==> config.mk <==
export PLATFORM = sky130hd
export DESIGN_NAME = bps_front
export DESIGN_NICKNAME = d
export VERILOG_FILES = /design/src/bps_pkg.sv /design/src/bps_front.sv
export SDC_FILE = /design/constraint.sdc
export NUM_CORES = 1
export LEC_CHECK = 0
export BUFFER_PORTS_ARGS = -buffer_cell sky130_fd_sc_hd__buf_4
export CORE_ASPECT_RATIO = 0.8
export CORE_MARGIN = 2
export CORE_UTILIZATION = 45
export CTS_CLUSTER_SIZE = 14
export DETAILED_ROUTE_END_ITERATION = 10
export PLACE_DENSITY = 0.76
export SYNTH_ARGS = -nofsm -noshare
export SYNTH_HDL_FRONTEND = slang
export SYNTH_SLANG_ARGS = --single-unit
==> constraint.sdc <==
create_clock -name clock -period 4.2 [get_ports clock]
set_input_delay 0.21 -clock clock [delete_from_list [all_inputs] [get_ports clock]]
set_output_delay 0.21 -clock clock [all_outputs]
set_load 0.01 [all_outputs]
==> src/bps_pkg.sv <==
// Package with types and constants for the binary operation peephole simplifier.
package bps_pkg;

   localparam int unsigned DefaultWidth = 32;
   localparam int unsigned ValueBits = 32;
   localparam int unsigned RefBits = 16;

   // Operation codes of an incoming word.
   typedef enum logic [2:0] {
      MODE_ADD  = 3'd0,
      MODE_SUB  = 3'd1,
      MODE_MUL  = 3'd2,
      MODE_UDIV = 3'd3,
      MODE_SDIV = 3'd4
   } mode_type;

   // Rewrite actions of a result word.
   typedef enum logic [2:0] {
      ACT_KEEP  = 3'd0,
      ACT_FOLD  = 3'd1,
      ACT_OPND  = 3'd2,
      ACT_CONST = 3'd3,
      ACT_SHL   = 3'd4,
      ACT_LSHR  = 3'd5,
      ACT_ASHR  = 3'd6
   } action_type;

   // Input word.
   typedef struct packed {
      logic [2:0]           mode;
      logic [ValueBits-1:0] left_value;
      logic                 left_is_const;
      logic [RefBits-1:0]   left_ref;
      logic [ValueBits-1:0] right_value;
      logic                 right_is_const;
      logic [RefBits-1:0]   right_ref;
   } req_type;

   // Result word.
   typedef struct packed {
      logic [2:0]           action;
      logic [ValueBits-1:0] result_value;
      logic [RefBits-1:0]   operand_ref;
      logic                 div_by_zero;
   } rsp_type;

   // Classified word handed from the front part to the back part.
   typedef enum logic [1:0] {
      CLS_DONE = 2'd0,
      CLS_ARITH = 2'd1,
      CLS_UDIV = 2'd2,
      CLS_SDIV = 2'd3
   } cls_type;

   typedef struct packed {
      cls_type              cls;
      logic [2:0]           mode;
      logic                 a_neg;
      logic                 b_neg;
      logic [ValueBits-1:0] a;
      logic [ValueBits-1:0] b;
      rsp_type              rsp;
   } job_type;

endpackage

==> src/bps_front.sv <==
// Front part: checks identities and powers of two and prepares the folding operands.
module bps_front import bps_pkg::*; #(
   parameter int unsigned WIDTH = DefaultWidth
) (
   input  logic    clock,
   input  logic    reset,
   input  logic    in_valid,
   input  req_type in_word,
   output logic    out_valid,
   output job_type out_job
);

   localparam int unsigned ShBits = $clog2(WIDTH);

   logic [WIDTH-1:0] lv, rv, mag_l, mag_r;
   logic             lc, rc, both, l_neg, r_neg, swap;
   logic [WIDTH-1:0] sv_v, so_v;
   logic             so_c;
   logic [RefBits-1:0] s_lr, s_rr;
   logic [ShBits-1:0] tz;
   job_type          job_in, job_ff;
   logic             valid_ff;

   // Narrow the constants to WIDTH bits, then find the trailing zero count.
   always_comb begin
      lv = WIDTH'(in_word.left_value);
      rv = WIDTH'(in_word.right_value);
      lc = in_word.left_is_const;
      rc = in_word.right_is_const;
      both = lc && rc && (in_word.mode <= 3'(MODE_SDIV));
      l_neg = lv[WIDTH-1];
      r_neg = rv[WIDTH-1];
      mag_l = l_neg ? (~lv + 1'b1) : lv;
      mag_r = r_neg ? (~rv + 1'b1) : rv;
      swap = lc && ((in_word.mode == 3'(MODE_ADD)) || (in_word.mode == 3'(MODE_MUL)));
      so_v = swap ? lv : rv;
      so_c = swap ? lc : rc;
      sv_v = swap ? rv : lv;
      s_lr = swap ? in_word.right_ref : in_word.left_ref;
      s_rr = swap ? in_word.left_ref : in_word.right_ref;
      tz = '0;
      for (int i = WIDTH - 1; i >= 0; i--) begin
         if (so_v[i]) tz = ShBits'(i);
      end
   end

   // Classify the word and settle every case that needs no arithmetic.
   always_comb begin
      job_in = '0;
      job_in.mode = in_word.mode;
      job_in.a = ValueBits'(lv);
      job_in.b = ValueBits'(rv);
      job_in.rsp.action = ACT_KEEP;
      job_in.cls = CLS_DONE;
      if (both) begin
         unique case (in_word.mode)
            3'(MODE_UDIV): begin
               if (rv == '0) job_in.rsp.div_by_zero = 1'b1;
               else job_in.cls = CLS_UDIV;
            end
            3'(MODE_SDIV): begin
               if (rv == '0) job_in.rsp.div_by_zero = 1'b1;
               else begin
                  job_in.cls = CLS_SDIV;
                  job_in.a = ValueBits'(mag_l);
                  job_in.b = ValueBits'(mag_r);
                  job_in.a_neg = l_neg;
                  job_in.b_neg = r_neg;
               end
            end
            default: job_in.cls = CLS_ARITH;
         endcase
      end else if (in_word.mode <= 3'(MODE_SDIV)) begin
         priority if (in_word.mode == 3'(MODE_ADD) && so_c && so_v == '0) begin
            job_in.rsp.action = ACT_OPND;
            job_in.rsp.operand_ref = s_lr;
         end else if (in_word.mode == 3'(MODE_SUB) && so_c && so_v == '0) begin
            job_in.rsp.action = ACT_OPND;
            job_in.rsp.operand_ref = s_lr;
         end else if (in_word.mode == 3'(MODE_SUB) && s_lr == s_rr) begin
            job_in.rsp.action = ACT_CONST;
         end else if (in_word.mode == 3'(MODE_MUL) && so_c && so_v == '0) begin
            job_in.rsp.action = ACT_CONST;
         end else if (in_word.mode == 3'(MODE_MUL) && so_c && so_v == WIDTH'(1)) begin
            job_in.rsp.action = ACT_OPND;
            job_in.rsp.operand_ref = s_lr;
         end else if (in_word.mode >= 3'(MODE_UDIV) && s_lr == s_rr) begin
            job_in.rsp.action = ACT_CONST;
            job_in.rsp.result_value = ValueBits'(1);
         end else if (in_word.mode >= 3'(MODE_UDIV) && so_c && so_v == WIDTH'(1)) begin
            job_in.rsp.action = ACT_OPND;
            job_in.rsp.operand_ref = s_lr;
         end else if (in_word.mode >= 3'(MODE_UDIV) && lc && sv_v == '0) begin
            job_in.rsp.action = ACT_CONST;
         end else if (in_word.mode >= 3'(MODE_MUL) && so_c && so_v != '0
                      && (so_v & (so_v - 1'b1)) == '0) begin
            job_in.rsp.action = (in_word.mode == 3'(MODE_MUL)) ? ACT_SHL :
               (in_word.mode == 3'(MODE_UDIV)) ? ACT_LSHR : ACT_ASHR;
            job_in.rsp.result_value = ValueBits'(tz);
            job_in.rsp.operand_ref = s_lr;
         end else begin
            job_in.rsp.action = ACT_KEEP;
         end
      end
   end

   // Output register of the front part.
   always_ff @(posedge clock) begin
      if (reset) valid_ff <= 1'b0;
      else valid_ff <= in_valid;
      job_ff <= job_in;
   end

   assign out_valid = valid_ff;
   assign out_job = job_ff;

endmodule

Word level (Yosys, flattened, before mapping)

Index checks and enable logic that the tools add are counted.

Order comparisons: 3
Reduce and logical (&&, ||, !) cells: 38
Bitwise logic cells: 7
Eq/ne operators: 6
Multiplexer cells: 67
Divide/modulo/power cells: 0
Add/sub/neg operators: 3
Shifts and indexed selects: 0
Multiply operators: 0

Operator list:

| cell                                                                   | number |
|---|---|
| 64-bit two-way mux                                                     | 3 |
| 5-bit two-way mux                                                      | 33 |
| 16-bit two-way mux                                                     | 9 |
| 32-bit logical NOT                                                     | 4 |
| 32-bit two-way mux                                                     | 4 |
| 32-bit by 1-bit adder with 32-bit output, second input constant        | 2 |
| 32-bit inverter                                                        | 2 |
| 21-bit two-way mux                                                     | 2 |
| 34-bit two-way mux                                                     | 1 |
| 32-bit AND                                                             | 1 |
| 32-bit by 1-bit equality test with 1-bit output, second input constant | 1 |
| 32-bit nonzero test                                                    | 1 |
| 32-bit by 1-bit subtractor with 32-bit output, second input constant   | 1 |
| 27-bit OR reduction                                                    | 1 |
| 2-bit two-way mux                                                      | 12 |
| 1-bit logical AND                                                      | 19 |
| 19-bit OR reduction                                                    | 1 |
| 16-bit equality test                                                   | 1 |
| 15-bit OR reduction                                                    | 1 |
| 13-bit OR reduction                                                    | 1 |
| 11-bit OR reduction                                                    | 1 |
| 10-bit OR reduction                                                    | 1 |
| 7-bit OR reduction                                                     | 1 |
| 3-bit by 2-bit equality test with 1-bit output, second input constant  | 2 |
| other kinds (13)                                                       | 19 |

Memories kept: 0
Bits in writable memories: 0
Register bits: 124
Bits in latches: 0
Memory bits (read-only): 0
Output and inout port bits: 124
Word-level logic and storage cells: 142

Logic depth before layout (Yosys ltp)

Gate-level depths: netlist of run 1.

Depth after elaboration: 45
Depth in mapped cells: 13
Depth with buffers taken out: 11

Least setup slack after synthesis of run 1

OpenSTA, ideal clock, no wires.

Path kind: input -> register
From: input in_word[68] (netlist bit)
To: register job_ff (netlist bit out_job[10])
Stages on the path: 11
Path slack: 1594 ps
Buffers on the path: 2
Data arrival time: 2533 ps
Required time: 4127 ps
Path through: buf_2 or4_4 mux2i_4 a21oi_1 a311o_1 nor4_4 nand4_4 nor2_4 o21ai_4 buf_8 nor3_4

Longest elaborated chain between the ends: 14
Elaborated cells on any way between the ends: 26
Those cells by class: 1 x add/sub; 1 x eq/ne; 11 x mux; 1 x bitwise; 12 x reduce/logical

Ends and longest elaborated chain:

| item                                          | line             | RTL |
|---|---|---|
| from (decl)                                   | bps_front.sv:8   | `input req_type in_word,` |
| 32-bit two-way mux                            | bps_front.sv:36  | `so_v = swap ? lv : rv;` |
| 32-bit by 1-bit subtractor with 32-bit output | bps_front.sv:96  | `&& (so_v & (so_v - 1'b1)) == '0) begin` |
| 32-bit AND                                    | bps_front.sv:96  |  |
| 32-bit logical NOT                            | bps_front.sv:96  |  |
| 1-bit logical AND                             | bps_front.sv:96  |  |
| 21-bit two-way mux                            | bps_front.sv:95  | `end else if (in_word.mode >= 3'(MODE_MUL) && so_c && so_v != '0` |
| 21-bit two-way mux                            | bps_front.sv:93  | `end else if (in_word.mode >= 3'(MODE_UDIV) && lc && sv_v == '0) begin` |
| 16-bit two-way mux                            | bps_front.sv:90  | `end else if (in_word.mode >= 3'(MODE_UDIV) && so_c && so_v == WIDTH'(1)) begin` |
| 16-bit two-way mux                            | bps_front.sv:87  | `end else if (in_word.mode >= 3'(MODE_UDIV) && s_lr == s_rr) begin` |
| 16-bit two-way mux                            | bps_front.sv:84  | `end else if (in_word.mode == 3'(MODE_MUL) && so_c && so_v == WIDTH'(1)) begin` |
| 16-bit two-way mux                            | bps_front.sv:82  | `end else if (in_word.mode == 3'(MODE_MUL) && so_c && so_v == '0) begin` |
| 16-bit two-way mux                            | bps_front.sv:80  | `end else if (in_word.mode == 3'(MODE_SUB) && s_lr == s_rr) begin` |
| 16-bit two-way mux                            | bps_front.sv:77  | `end else if (in_word.mode == 3'(MODE_SUB) && so_c && so_v == '0) begin` |
| 16-bit two-way mux (*)                        | bps_front.sv:74  | `priority if (in_word.mode == 3'(MODE_ADD) && so_c && so_v == '0) begin` |
| to (signal assigned)                          | bps_front.sv:111 | `job_ff <= job_in;` |
| to (decl)                                     | bps_front.sv:21  | `job_type job_in, job_ff;` |

Every way passes the cells marked *; elsewhere a longest branch is shown, timed or not.
A chain may end at the register's enable or synchronous reset.

Final worst setup path of run 1

From: input in_word[100] (netlist bit)
To: register job_ff (netlist bit out_job[5])

Longest elaborated chain between the ends: 17
Elaborated cells on any way between the ends: 49
Those cells by class: 1 x add/sub; 3 x order compare; 4 x eq/ne; 14 x mux; 2 x bitwise; 25 x reduce/logical

Ends and longest elaborated chain:

| item                                                                                | line            | RTL |
|---|---|---|
| 3-bit by 2-bit equality test with 1-bit output or 3-bit logical NOT (tied branches) | n/a             |  |
| 1-bit logical OR                                                                    | bps_front.sv:35 | `swap = lc && ((in_word.mode == 3'(MODE_ADD)) \|\| (in_word.mode == 3'(MODE_MUL)));` |
| 1-bit logical AND                                                                   | bps_front.sv:35 |  |
| 32-bit two-way mux                                                                  | bps_front.sv:36 |  |
| 32-bit by 1-bit subtractor with 32-bit output                                       | bps_front.sv:96 |  |
| 32-bit AND                                                                          | bps_front.sv:96 |  |
| 32-bit logical NOT                                                                  | bps_front.sv:96 |  |
| 1-bit logical AND                                                                   | bps_front.sv:96 |  |
| 21-bit two-way mux                                                                  | bps_front.sv:95 |  |
| 21-bit two-way mux                                                                  | bps_front.sv:93 |  |
| 16-bit two-way mux                                                                  | bps_front.sv:90 |  |
| 16-bit two-way mux                                                                  | bps_front.sv:87 |  |
| 16-bit two-way mux                                                                  | bps_front.sv:84 |  |
| 16-bit two-way mux                                                                  | bps_front.sv:82 |  |
| 16-bit two-way mux                                                                  | bps_front.sv:80 |  |
| 16-bit two-way mux                                                                  | bps_front.sv:77 |  |
| 16-bit two-way mux                                                                  | bps_front.sv:74 |  |

Several ways; a longest one is shown, not always the timed one.

==> results by stage, run 1 <==
Status:
- The flow ran to the end, and the final reports show no timing, DRC or antenna violations.

Synth:
- The flip-flop cell with the highest count after synthesis is sky130_fd_sc_hd__dfxtp_1.
- The largest area contributor in the synthesized netlist is sky130_fd_sc_hd__dfxtp_1.
- Synthesis handed over a netlist of 761 instances.
- The netlist uses a little over 80 different library cells.
- Summing every instance area after synthesis gives 6330 µm².
- The count of state elements after synthesis is 97.
- The share of the Yosys chip area taken by registers is 30.7%.
- A synthesized cell averages 8.32 µm².
- The number of warnings reported in the yosys synthesis log is 0.
- The proportion of synthesized flip-flops having asynchronous set or reset is 0%.
- In the post-synthesis netlist, the biggest area contributors are sky130_fd_sc_hd__dfxtp_1, sky130_fd_sc_hd__xnor2_1, sky130_fd_sc_hd__nor2_1.
- In this run, synthesis inferred 0 flip-flops with an integrated enable.
- The area share of the largest cell type after synthesis is 30.7%.

Routing:
- The detailed-route wire length per cell is 17.9 µm.
- The first-pass iteration count of the detailed router is 5.
- The final antenna-violating net count is 0.
- The total wirelength of the detailed-routed design is ~20000 µm.
- The mean number of vias per cell is 5.66.
- The total via count in the routed design is 6271.
- The starting DRC count in detailed routing is about 760.
- The count of unresolved DRC violations after routing is 0.

Placed design:
- Once detailed placement completed, the half-perimeter wirelength came to 15400 µm.
- The area of placed instances is 7740 µm².
- The placer's final routability congestion estimate is 0.948.
- Counting tap cells, the placed design contains a total of 1091 instances.
- The port buffer count is 200.

Floorplanning:
- The region available for standard cell placement spans around 14000 µm².
- The boundary pin count is 228.
- The chip height is between 100 and 150 µm.
- The floorplan die width is 137 µm.
- The floorplan has 38 rows.
- The starting density of the core is between 40% and 50%.
- The die area is 15000 µm².

Clocking:
- The H-tree generated during clock tree synthesis spans 3 levels.
- The clock root buffer is sky130_fd_sc_hd__clkbuf_16.
- Clock tree synthesis inserted a total of 9 buffers.
- The count of cells resized by post-cts repair is 0.
- Clock-pin slew was measured on the worst setup and hold paths at ~0.07 ns.
- Counting every sink on the clock net gives 97.
- After clock tree synthesis, the setup repair step added 0 buffers.
- The clock passes through at most 2 buffers.
- The number of hold buffers added after CTS is 0.
- TritonCTS built the clock tree.

Global route:
- The number of global-route vias before repair was 6006.
- The initial antenna violation count was 0.
- Entering global routing, the biggest net connects 26 pins.
- The first global-routing pass estimated about 31000 µm of wire.
- Summed over all layers, the global routing overflow is 0.
- Across every metal layer, demand over resource in global routing totals about a quarter.

Critical path:
- The worst setup path is captured at a flip-flop.
- The kind of critical path is in -> reg.
- The most frequent cell on the critical path is sky130_fd_sc_hd__nor3_1.
- Walking the worst path, the cells encountered are buf_4 > or3b_2 > buf_4 > nor3_1 > o22ai_2 > mux2i_1 > nor3_1 > nand4_4 > nor2_4 > o21ai_4 > nor3_1.
- For this run, the slowest stage of the critical path takes 0.75 ns.
- STA classifies the critical path startpoint as an input pin.
- The data required time at the worst endpoint is 4.40 ns.
- The endpoint arrival time on the critical path is 3.29 ns.
- On the critical path, the stage with the largest delay is an instance of sky130_fd_sc_hd__or3b_2.
- The largest driver fanout on the critical path is 23.

Timing:
- The final count of hold timing violations is 0.
- The top achievable clock speed is between 0.3 and 0.4 GHz.
- The final critical-path share of the clock period is 73.6%.
- Setup violations remaining at the end of the flow were counted as 0.
- The final-layout setup total negative slack is 0 ns.
- The worst slack on hold paths is 0.00736 ns.
- Setup repair after global routing left no endpoint under its margin.
- The number of pins with negative max-slew slack in the final report was 0.
- The smallest clock period supported by the final layout is computed as ~3.1 ns.
- Headroom to the max-slew limit came out at between 40% and 50%.
- At the pin with the least slew margin, the transition time is 0.872 ns.

Final layout:
- Summing all multi-input logic gate instances after layout gives a little under 4000 µm².
- The number of antenna diodes in the final layout is 0.
- The footprint of the flip-flops and latches is around 2000 µm².
- The filler cells instantiated in the layout total around 1200.
- The finished cells cover between 8000 and 9000 µm².
- The top cell types in the final layout, fill and taps aside, are sky130_fd_sc_hd__buf_4, sky130_fd_sc_hd__nor2_1, sky130_fd_sc_hd__dfxtp_1.
- For this run, the share of the core covered by cells in the final layout is 58.9%.
- The final net count is 1028.
- Of the cells placed in the final design, the portion with a size suffix greater than 1 is between 30% and 40%.
- The non-filler instance count after layout is 1107.
- The most common cell after layout, fill and taps aside is sky130_fd_sc_hd__buf_4.
- From synthesis to final layout, the design area changed by 27.0%.

Hold path:
- Along the worst hold path, the cell count comes to 2.
- The path class of the lowest-slack min-delay path is in -> reg.
- For hold timing, the worst endpoint is out_valid.
- The startpoint of the tightest hold check path is reset.

Power and ir drop:
- Dividing total power by cell area gives a power density of 284 nW/µm².
- The worst-case vdd ir drop is 0.195 mV.
- In this run the static leakage power is 0.00341 µW.

Job:
- The max-capacitance violation count is 0.
## layer usage
layer | track usage [%] | up-vias | part of all wire, %
met5 | 0 | - | 0
met3 | 6.26 | 37 | 9.0
met1 | 36.5 | 2915 | 44
met2 | 40.4 | 348 | 45
li1 | - | 2971 | -
met4 | 9.00 | 0 | 2.1
## flip-flops by register name, summed over array words and instances (netlist names)
name       cells
out_job       96
out_valid      1
## kinds of logic (layout without fill, tap and decap cells)
logic type               after synthesis  after routing  synth area share, %
AO/OA/AOI/OAI                        151            151                 17.0
XOR/XNOR                              74             74                 10.2
adder cells (fa/ha/maj)                4              4                0.712
buffers and inverters                102            242                 8.76
flip-flops                            97             97                 30.7
multiplexers                          20             20                 3.60
other                                  1             27               0.0592
AND/OR/NAND/NOR                      312            312                 29.0
## cell type report
type / instances / share of cell area, %
Multi-Input combinational cell: 588 / 49.0
Tap cell: 180 / 2.80
Clock inverter: 6 / 0.809
Clock buffer: 10 / 2.85
Sequential cell: 97 / 24.2
Inverter: 15 / 0.700
Timing Repair Buffer: 211 / 19.7
## through the flow
stage	total power [µW]	setup WS, ns
after floorplan	1260	1.59
after global placement	1460	0.809
after detailed placement	1460	0.770
after CTS	2290	1.13
after global routing	2380	0.883
final	2290	1.11
## report_power, final
group          total (µW)  switching (µW)  internal (µW)
sequential            973            11.7            961
combinational         476             269            207
clock                 838             373            464
## worst max-delay path, delay by kind of cell
kind | cells | cell delay, ns
simple gates | 6 | 1.47
mux | 1 | 0.21
compound gates | 2 | 0.91
buf+inv | 2 | 0.47
## cells in the mapped netlist, drive strengths merged (3+ instances only)
| library cell | number |
|---|---|
| nor3b | 3 |
| buf | 53 |
| mux2i | 14 |
| nor4 | 25 |
| nor2 | 107 |
| o21bai | 4 |
| nand4 | 13 |
| o311ai | 4 |
| or2 | 4 |
| clkbuf | 34 |
| a31oi | 13 |
| or3 | 9 |
| nor2b | 9 |
| and2 | 4 |
| a21oi | 31 |
| nor3 | 49 |
| xor2 | 25 |
| o31ai | 14 |
| a21boi | 4 |
| inv | 15 |
| and3 | 8 |
| o21ai | 34 |
| mux2 | 6 |
| a211o | 4 |
| o41ai | 4 |
| xnor2 | 49 |
| a2111oi | 4 |
| o22ai | 6 |
| dfxtp | 97 |
| o211ai | 4 |
| nand3 | 16 |
| a22oi | 6 |
| nand2 | 52 |
| or4 | 10 |
## how the worst max path moves through the flow
stage	from	to	slack, ns	cells past startpoint
2_1_floorplan	in_word[68]	out_job[10]	1.59	11
3_3_place_gp	in_word[100]	out_job[4]	0.81	11
3_5_place_dp	in_word[100]	out_job[5]	0.77	11
4_1_cts	in_word[100]	out_job[5]	1.13	11
5_1_grt	in_word[100]	out_job[3]	0.88	11
6_report	in_word[100]	out_job[5]	1.11	11
Power figures use the tool's default switching activity.
==> inputs of run 2 (changes only) <==
- clock period: 4.2 -> 3.1 ns (I/O delays scaled with it)
==> run 2 against run 1 <==
  * Global-route usage shrank 0.30 points
  * Design area grew 3.6%
  * Utilization grew 2.1 points
  * Cell count grew 2.7%
  * Flip-flop and latch count is the same
  * Die area is the same
  * Worst hold slack gained 0.018 ns
  * Sequential share of layout area shrank 0.84 points
  * Clock power grew 40%
  * Critical path type unchanged
  * Largest power group unchanged
==> results by stage, run 2 (same netlist as run 1, synthesis figures left out) <==
Placed design:
- Once detailed placement completed, the half-perimeter wirelength came to 15500 µm.
- The port buffer count is 200.
- The placer's final routability congestion estimate is just over 0.9.
- The number of placed instances, taps included, is 1117.

Floorplanning:
- The floorplan step defined a die boundary enclosing 15000 µm².
- The chip height is 110 µm.
- The boundary pin count is 228.
- The floorplan die width is 137 µm.
- The total area inside the core boundary comes to 13600 µm².
- The total number of placement rows is 38.
- Once the floorplan was initialized, standard cells occupied 46.4% of the core.

Timing:
- The final period demand of the worst path is approximately 2.9 ns.
- At the pin with the least slew margin, the transition time is about 0.86 ns.
- Setup violations remaining at the end of the flow were counted as 0.
- In the finished design, the share of the clock period the worst path needs comes to 93.6%.
- The final count of hold timing violations is 0.
- Headroom to the max-slew limit came out at 42.3%.
- The final-layout setup total negative slack is 0 ns.
- Setup repair after global routing left no endpoint under its margin.
- The number of pins with negative max-slew slack in the final report is 0.
- The top achievable clock speed is roughly 0.34 GHz.

Critical path:
- STA classifies the critical path endpoint as a flip-flop.
- The data required time at the worst endpoint is between 3 and 4 ns.
- For this run, the slowest stage of the critical path takes 0.53 ns.
- Broken down by cell family, the worst path's largest delay share belongs to simple AND/OR/NAND/NOR gates.
- The critical path is of the in -> reg type.
- The sum of buffers and inverters on the critical path is 4.
- In this run the worst path has a maximum fanout of 10.
- The signal on the critical path passes through dlygate4sd3_1 > buf_4 > inv_1 > ha_1 > nand3_1 > nor4_2 > and3_1 > nand4b_1 > nor3b_2 > nand2_1 > buf_4 > a21oi_1 > xnor2_1.
- The endpoint arrival time on the critical path is 3.16 ns.
- Counting stages on the worst path, the most repeated cell is sky130_fd_sc_hd__buf_4.
- The critical path launch point type is an input pin.
- The slowest stage of the critical path is the sky130_fd_sc_hd__dlygate4sd3_1 cell.

Final layout:
- The library cell used most frequently in the layout, excluding fill and tap cells, is sky130_fd_sc_hd__buf_4.
- 0 antenna diodes ended up in the layout.
- Of the cells placed in the final design, the portion with a size suffix greater than 1 is between 30% and 40%.
- The post-route core utilization is between 60% and 70%.
- The layout filler cell count is 1225.
- The non-filler instance count after layout is 1137.
- After the last flow step, the layout net total stands at 1058.
- The layout-stage area growth over the synthesis result is 31.6%.
- The top cell types in the final layout, fill and taps aside, are sky130_fd_sc_hd__buf_4, sky130_fd_sc_hd__nor2_1, sky130_fd_sc_hd__dfxtp_1.
- The number of flip-flops under the largest register name is 96.

Status:
- The run finished with clean final reports.

Routing:
- The final antenna-violating net count is 0.
- For this block, the routed nets add up to 19900 µm of wire.
- In the routed design, unresolved DRC markers number 0.
- The starting DRC count in detailed routing is 714.
- The first-pass iteration count of the detailed router is 5.
- The detailed-route wire length per cell is roughly 18 µm.
- The mean number of vias per cell is between 5 and 6.
- The total via count in the routed design is 6386.

Clocking:
- The count of clock tree sinks is just under 100.
- The clock input transition at the sequential cells of the worst setup and hold paths is 0.07 ns.
- The CTS tree is built.
- The H-tree level count is 3.
- The count of cells resized by post-cts repair is 0.
- The number of buffers created by CTS is 9.
- The clock root buffer is sky130_fd_sc_hd__clkbuf_16.
- The maximum clock insertion buffer count is 2.

Global route:
- The first global-routing pass estimated 30900 µm of wire.
- The initial antenna violation count is 0.
- The maximum number of pins on one net before global-route repair is 38.
- The number of global-route vias before repair is around 5900.
- Global routing used roughly a quarter of the available tracks across all layers.
- The overflow left after global routing is 0.

Job:
- The tool flagged a number of max-cap violations equal to 0.

Hold path:
- The min-delay analysis places its worst path in the category in -> reg.

Power and ir drop:
- The worst-case vdd ir drop is 0.268 mV.
- In this run the static leakage power is 0.00358 µW.
- The completed layout was analyzed and its total power is about 3100 µW.
- Dividing total power by cell area gives a power density of approximately 380 nW/µm².
-- run 2: cell count changes in the layout (fill, tap and decap cells not counted), sizes merged --
| cell | previous run | this run |
|---|---|---|
| dlygate4sd3 | 0 | 4 |
| buf | 211 | 237 |
-- run 2: routing by layer --
metal	vias up	track usage [%]	wire length (µm)
li1	3022	-	-
met1	3032	36.6	8760
met2	294	40.2	8990
met3	38	5.67	1730
met4	0	7.81	429
met5	-	0	0
-- run 2: path summary, 6_finish.rpt --
check	from	end	slack (ns)	cells after the start
worst min-delay path	in_word[47]	out_job[82]	0.03	2
worst max-delay path	in_word[17]	out_job[106]	0.20	13
-- run 2: repair_timing --
| action | 4_1_cts | 5_1_grt |
|---|---|---|
| buffers inserted | 0 | 0 |
| hold buffers | 4 | 0 |
| endpoints found under the hold margin | 4 | 0 |
| setup endpoints to repair | 0 | 0 |
-- run 2: report_power, final --
group          leakage, µW  switching [µW]  internal [µW]  total (µW)
clock             0.000150             514            657        1170
combinational      0.00262             367            294         661
sequential        0.000807            15.6           1300        1320
-- run 2: cell type report --
class | instances | area, µm² | share of cell area [%]
multi-input combinational | 588 | 3940 | 47.3
sequential | 97 | 1940 | 23.3
timing repair buffer | 241 | 1860 | 22.3
clock buffer | 10 | 239 | 2.87
tap | 180 | 225 | 2.70
clock inverter | 6 | 72.6 | 0.871
inverter | 15 | 56.3 | 0.676
-- run 2: stage by stage --
step                      worst slack [ns]  instance area, µm²  hold WS (ns)
final                                0.198                8330        0.0256
after global routing                0.0201                8330        0.0269
after CTS                            0.227                8330        0.0106
after detailed placement            0.0665                7980         0.318
after global placement              0.0830                7980         0.316
after floorplan                      0.549                6430         0.183
==> inputs of run 3 (changes only) <==
- ABC_AREA: default -> 1
- CORE_UTILIZATION: 45 -> 50
- PLACE_DENSITY: 0.76 -> 0.84
- REMOVE_ABC_BUFFERS: default -> 1
==> run 3 against run 2 <==
  * Clock power increased by 3%
  * First-iteration DRC count down 30%
  * Critical path depth grew 9
  * Flip-flop and latch count unchanged
  * Total power up 2.9%
  * Cell count up 12%
  * Clock-buffer cell count did not move
  * Critical endpoint is now out_job[12]
==> results by stage, run 3 <==
Status:
- The run finished with clean final reports.

Timing:
- The number of pins with negative max-slew slack in the final report was 0.
- The final count of hold timing violations came to 0.
- The final critical-path share of the clock period is roughly 95%.
- The worst slack on hold paths is roughly 0.016 ns.
- The smallest clock period supported by the final layout is computed as 2.94 ns.
- Setup violations remaining at the end of the flow were counted as 0.
- Timing would allow up to 0.340 GHz.

Synth:
- Counting flops with an async set or reset pin after synthesis yields a share of 0%.
- In this run, synthesis inferred 0 flip-flops with an integrated enable.
- The unique cell type count in the Yosys netlist is 45.
- The number of instances in the synthesized netlist is 854.
- The largest area contributor in the synthesized netlist is sky130_fd_sc_hd__dfxtp_1.
- Synthesis inferred 97 register bits.
- The fraction of the yosys area taken by sequential cells is 33.0%.
- The cell area after synthesis is approximately 5900 µm².
- A synthesized cell averages 6.89 µm².
- The area share of the largest cell type after synthesis is 33.0%.
- Sorting the synthesized cells by area gives the leading types as sky130_fd_sc_hd__dfxtp_1, sky130_fd_sc_hd__inv_1, sky130_fd_sc_hd__nand2_1.
- The flip-flop cell with the highest count after synthesis is sky130_fd_sc_hd__dfxtp_1.
- The commonest cells after synthesis are sky130_fd_sc_hd__inv_1, sky130_fd_sc_hd__nand2_1, sky130_fd_sc_hd__nor2_1, sky130_fd_sc_hd__dfxtp_1, sky130_fd_sc_hd__xor2_1.
- sky130_fd_sc_hd__inv_1 is the most common cell in the netlist.
- The Yosys step of the flow raised 0 warnings.

Power and ir drop:
- The internal power of the cells totals about 2300 µW.
- The fraction of power consumed by sequential logic is approximately two fifths.
- The proportion of total power due to net switching is between 20% and 30%.
- The combinational cell fraction of total power is 22.0%.
- The cell area power density is 387 nW/µm².
- Summed over all nets, the switching power comes to 906 µW.
- The clock network accounts for 37.3% of the total power.
- The static leakage power is around 0.0043 µW.
- VDD sags by at most 0.386 mV.

Critical path:
- In this run the worst path has a maximum fanout of 31.
- The kind of critical path is in -> reg.
- The worst setup path is captured at a flip-flop.
- The worst setup path is launched from an input pin.
- The endpoint arrival time on the critical path is 3.22 ns.
- The data required time at the worst endpoint is approximately 3.4 ns.

Final layout:
- The number of flip-flops under the largest register name is 96.
- The footprint of the flip-flops and latches is about 1900 µm².
- At the end of the flow the core is filled with cells to 73.0%.
- The top cell types in the final layout, fill and taps aside, are sky130_fd_sc_hd__buf_4, sky130_fd_sc_hd__inv_1, sky130_fd_sc_hd__nand2_1.
- The layout-stage area growth over the synthesis result is 42.3%.
- Of the cells placed in the final design, the portion with a size suffix greater than 1 is a little under a third.
- The library cell used most frequently in the layout, excluding fill and tap cells, is sky130_fd_sc_hd__buf_4.
- The layout filler cell count is between 900 and 1000.
- The total area of multi-input combinational cells is 3160 µm².
- The antenna cell count is 0.
- The final net count is 1232.

Floorplanning:
- The floorplan step defined a die boundary enclosing 12700 µm².
- The starting density of the core is between 50% and 60%.
- The area of the placeable core is 11500 µm².
- In this run the core area contains 35 standard-cell rows.
- The boundary pin count is 228.
- In this run the vertical extent of the chip is 101 µm.
- The floorplan die width is ~130 µm.

Routing:
- The total wirelength of the detailed-routed design is 19100 µm.
- Detailed routing inserted a total of 6464 vias.
- The final antenna-violating net count is 0.
- The detailed-route wire length per cell is around 15 µm.
- The mean number of vias per cell is 5.05.
- The detailed router finished its first iteration with 500 violations.
- The count of unresolved DRC violations after routing is 0.
- The first detailed-routing pass took 7 iterations.

Placed design:
- At the end of routability-driven placement, the weighted congestion stood at 0.958.
- Buffers placed on the I/O ports in this run total 200.
- The post-detailed-placement half-perimeter wirelength is 15200 µm.

Global route:
- The maximum number of pins on one net before global-route repair is 32.
- The total global-route track usage is 28.8%.
- The initial antenna violation count is 0.
- The number of global-route vias before repair is 5994.
- The overflow left after global routing is 0.
- The first global-routing pass estimated 29200 µm of wire.

Clocking:
- CTS placed an instance of sky130_fd_sc_hd__clkbuf_16 at the clock tree root.
- The H-tree level count is 3.
- Clock-pin slew was measured on the worst setup and hold paths at 0.07 ns.
- The CTS tree is built.
- No sink is reached through more buffers than the 2 on the longest clock path.
- TritonCTS created 9 clock buffers.
- The count of clock tree sinks is between 90 and 100.

Hold path:
- The path class of the lowest-slack min-delay path is in -> reg.
- The cell depth of the worst hold path is 2.

Job:
- The tool flagged a number of max-cap violations equal to 0.
run 3: cell count changes after synthesis, moves of 11 or more:
cell                       delta
sky130_fd_sc_hd__buf_2       -15
sky130_fd_sc_hd__xnor2_1     -31
sky130_fd_sc_hd__mux2i_1     -13
sky130_fd_sc_hd__o31ai_1     -13
sky130_fd_sc_hd__o21ai_0     +11
sky130_fd_sc_hd__o21ai_1     +14
sky130_fd_sc_hd__inv_1      +150
sky130_fd_sc_hd__clkbuf_1    -26
sky130_fd_sc_hd__nand2_1     +85
sky130_fd_sc_hd__xor2_1      +28
run 3: cells by family (layout without fill, tap and decap cells):
group | Yosys count | in the layout | share of synthesized area, %
and+or+nand+nor | 351 | 351 | 27.5
buffers and inverters | 214 | 464 | 16.4
AOI/OAI and AO/OA | 118 | 119 | 12.1
DFF | 97 | 97 | 33.0
xor gates and xnor gates | 71 | 71 | 10.6
adders and majority gates | 2 | 2 | 0.425
other | 1 | 27 | 0.0637
run 3: final timing paths:
kind                          from     endpoint
worst max-delay path  in_word[100]  out_job[12]
worst min-delay path   in_word[80]  out_job[98]
run 3: repair_timing:
item,4_1_cts,5_1_grt
resized for setup,0,21
endpoints found under the setup margin,0,23
setup buffers,0,9
hold buffers,6,0
endpoints found under the hold margin,6,0
run 3: metrics by stage:
step | total power [µW] | instance area [µm²] | setup slack (ns) | cells | TNS (ns)
final | 3240 | 8370 | 0.159 | 1279 | 0
after global routing | 3380 | 8370 | -0.0182 | 1279 | -0.0182
after CTS | 3240 | 8220 | 0.0736 | 1269 | 0
after detailed placement | 2030 | 7840 | -0.158 | 1247 | -2.51
after global placement | 2010 | 7840 | -0.0630 | 1247 | -0.745
after floorplan | 1650 | 5650 | -0.555 | 836 | -10.38
run 3: critical path, stage by stage:
cell                       delay, ns
sky130_fd_sc_hd__buf_4          0.12
sky130_fd_sc_hd__nor2_4         0.14
sky130_fd_sc_hd__nand2_4        0.10
sky130_fd_sc_hd__buf_12         0.18
sky130_fd_sc_hd__nand2_1        0.07
sky130_fd_sc_hd__o21ai_1        0.08
sky130_fd_sc_hd__inv_1          0.11
sky130_fd_sc_hd__nand2_2        0.08
sky130_fd_sc_hd__inv_2          0.07
sky130_fd_sc_hd__nand2_2        0.07
sky130_fd_sc_hd__nor2_4         0.18
sky130_fd_sc_hd__nand2_4        0.10
sky130_fd_sc_hd__buf_4          0.16
sky130_fd_sc_hd__nor2_4         0.14
sky130_fd_sc_hd__inv_2          0.05
sky130_fd_sc_hd__a221oi_2       0.25
sky130_fd_sc_hd__o211ai_1       0.16
sky130_fd_sc_hd__a211oi_2       0.29
sky130_fd_sc_hd__nand2_2        0.12
sky130_fd_sc_hd__o21ai_4        0.24
sky130_fd_sc_hd__a21boi_4       0.16
sky130_fd_sc_hd__nor3_2         0.18
run 3: cell type report:
class / instances / share of cell area (%)
Multi-Input combinational cell: 570 / 37.7
Timing Repair Buffer: 278 / 25.4
Sequential cell: 97 / 23.2
Inverter: 170 / 7.62
Clock buffer: 10 / 2.73
Tap cell: 148 / 2.21
Clock inverter: 6 / 1.08
run 3: routing by layer:
metal / routed length (µm) / GRT usage (%) / part of all wire (%) / up-vias
met3: 1600 / 5.10 / 8.4 / 34
met4: 374 / 7.86 / 2.0 / 0
met5: 0 / 0 / 0 / -
met2: 8400 / 45.4 / 44 / 313
li1: - / - / - / 3161
met1: 8690 / 40.9 / 46 / 2956
run 3: power groups by stage:
stage                     logic, µW  clock network (µW)  registers, µW
after floorplan                 274                   0           1370
after global placement          669                   0           1350
after detailed placement        679                   0           1350
after CTS                       688                1230           1320
after global routing            773                1280           1320
final                           712                1210           1320
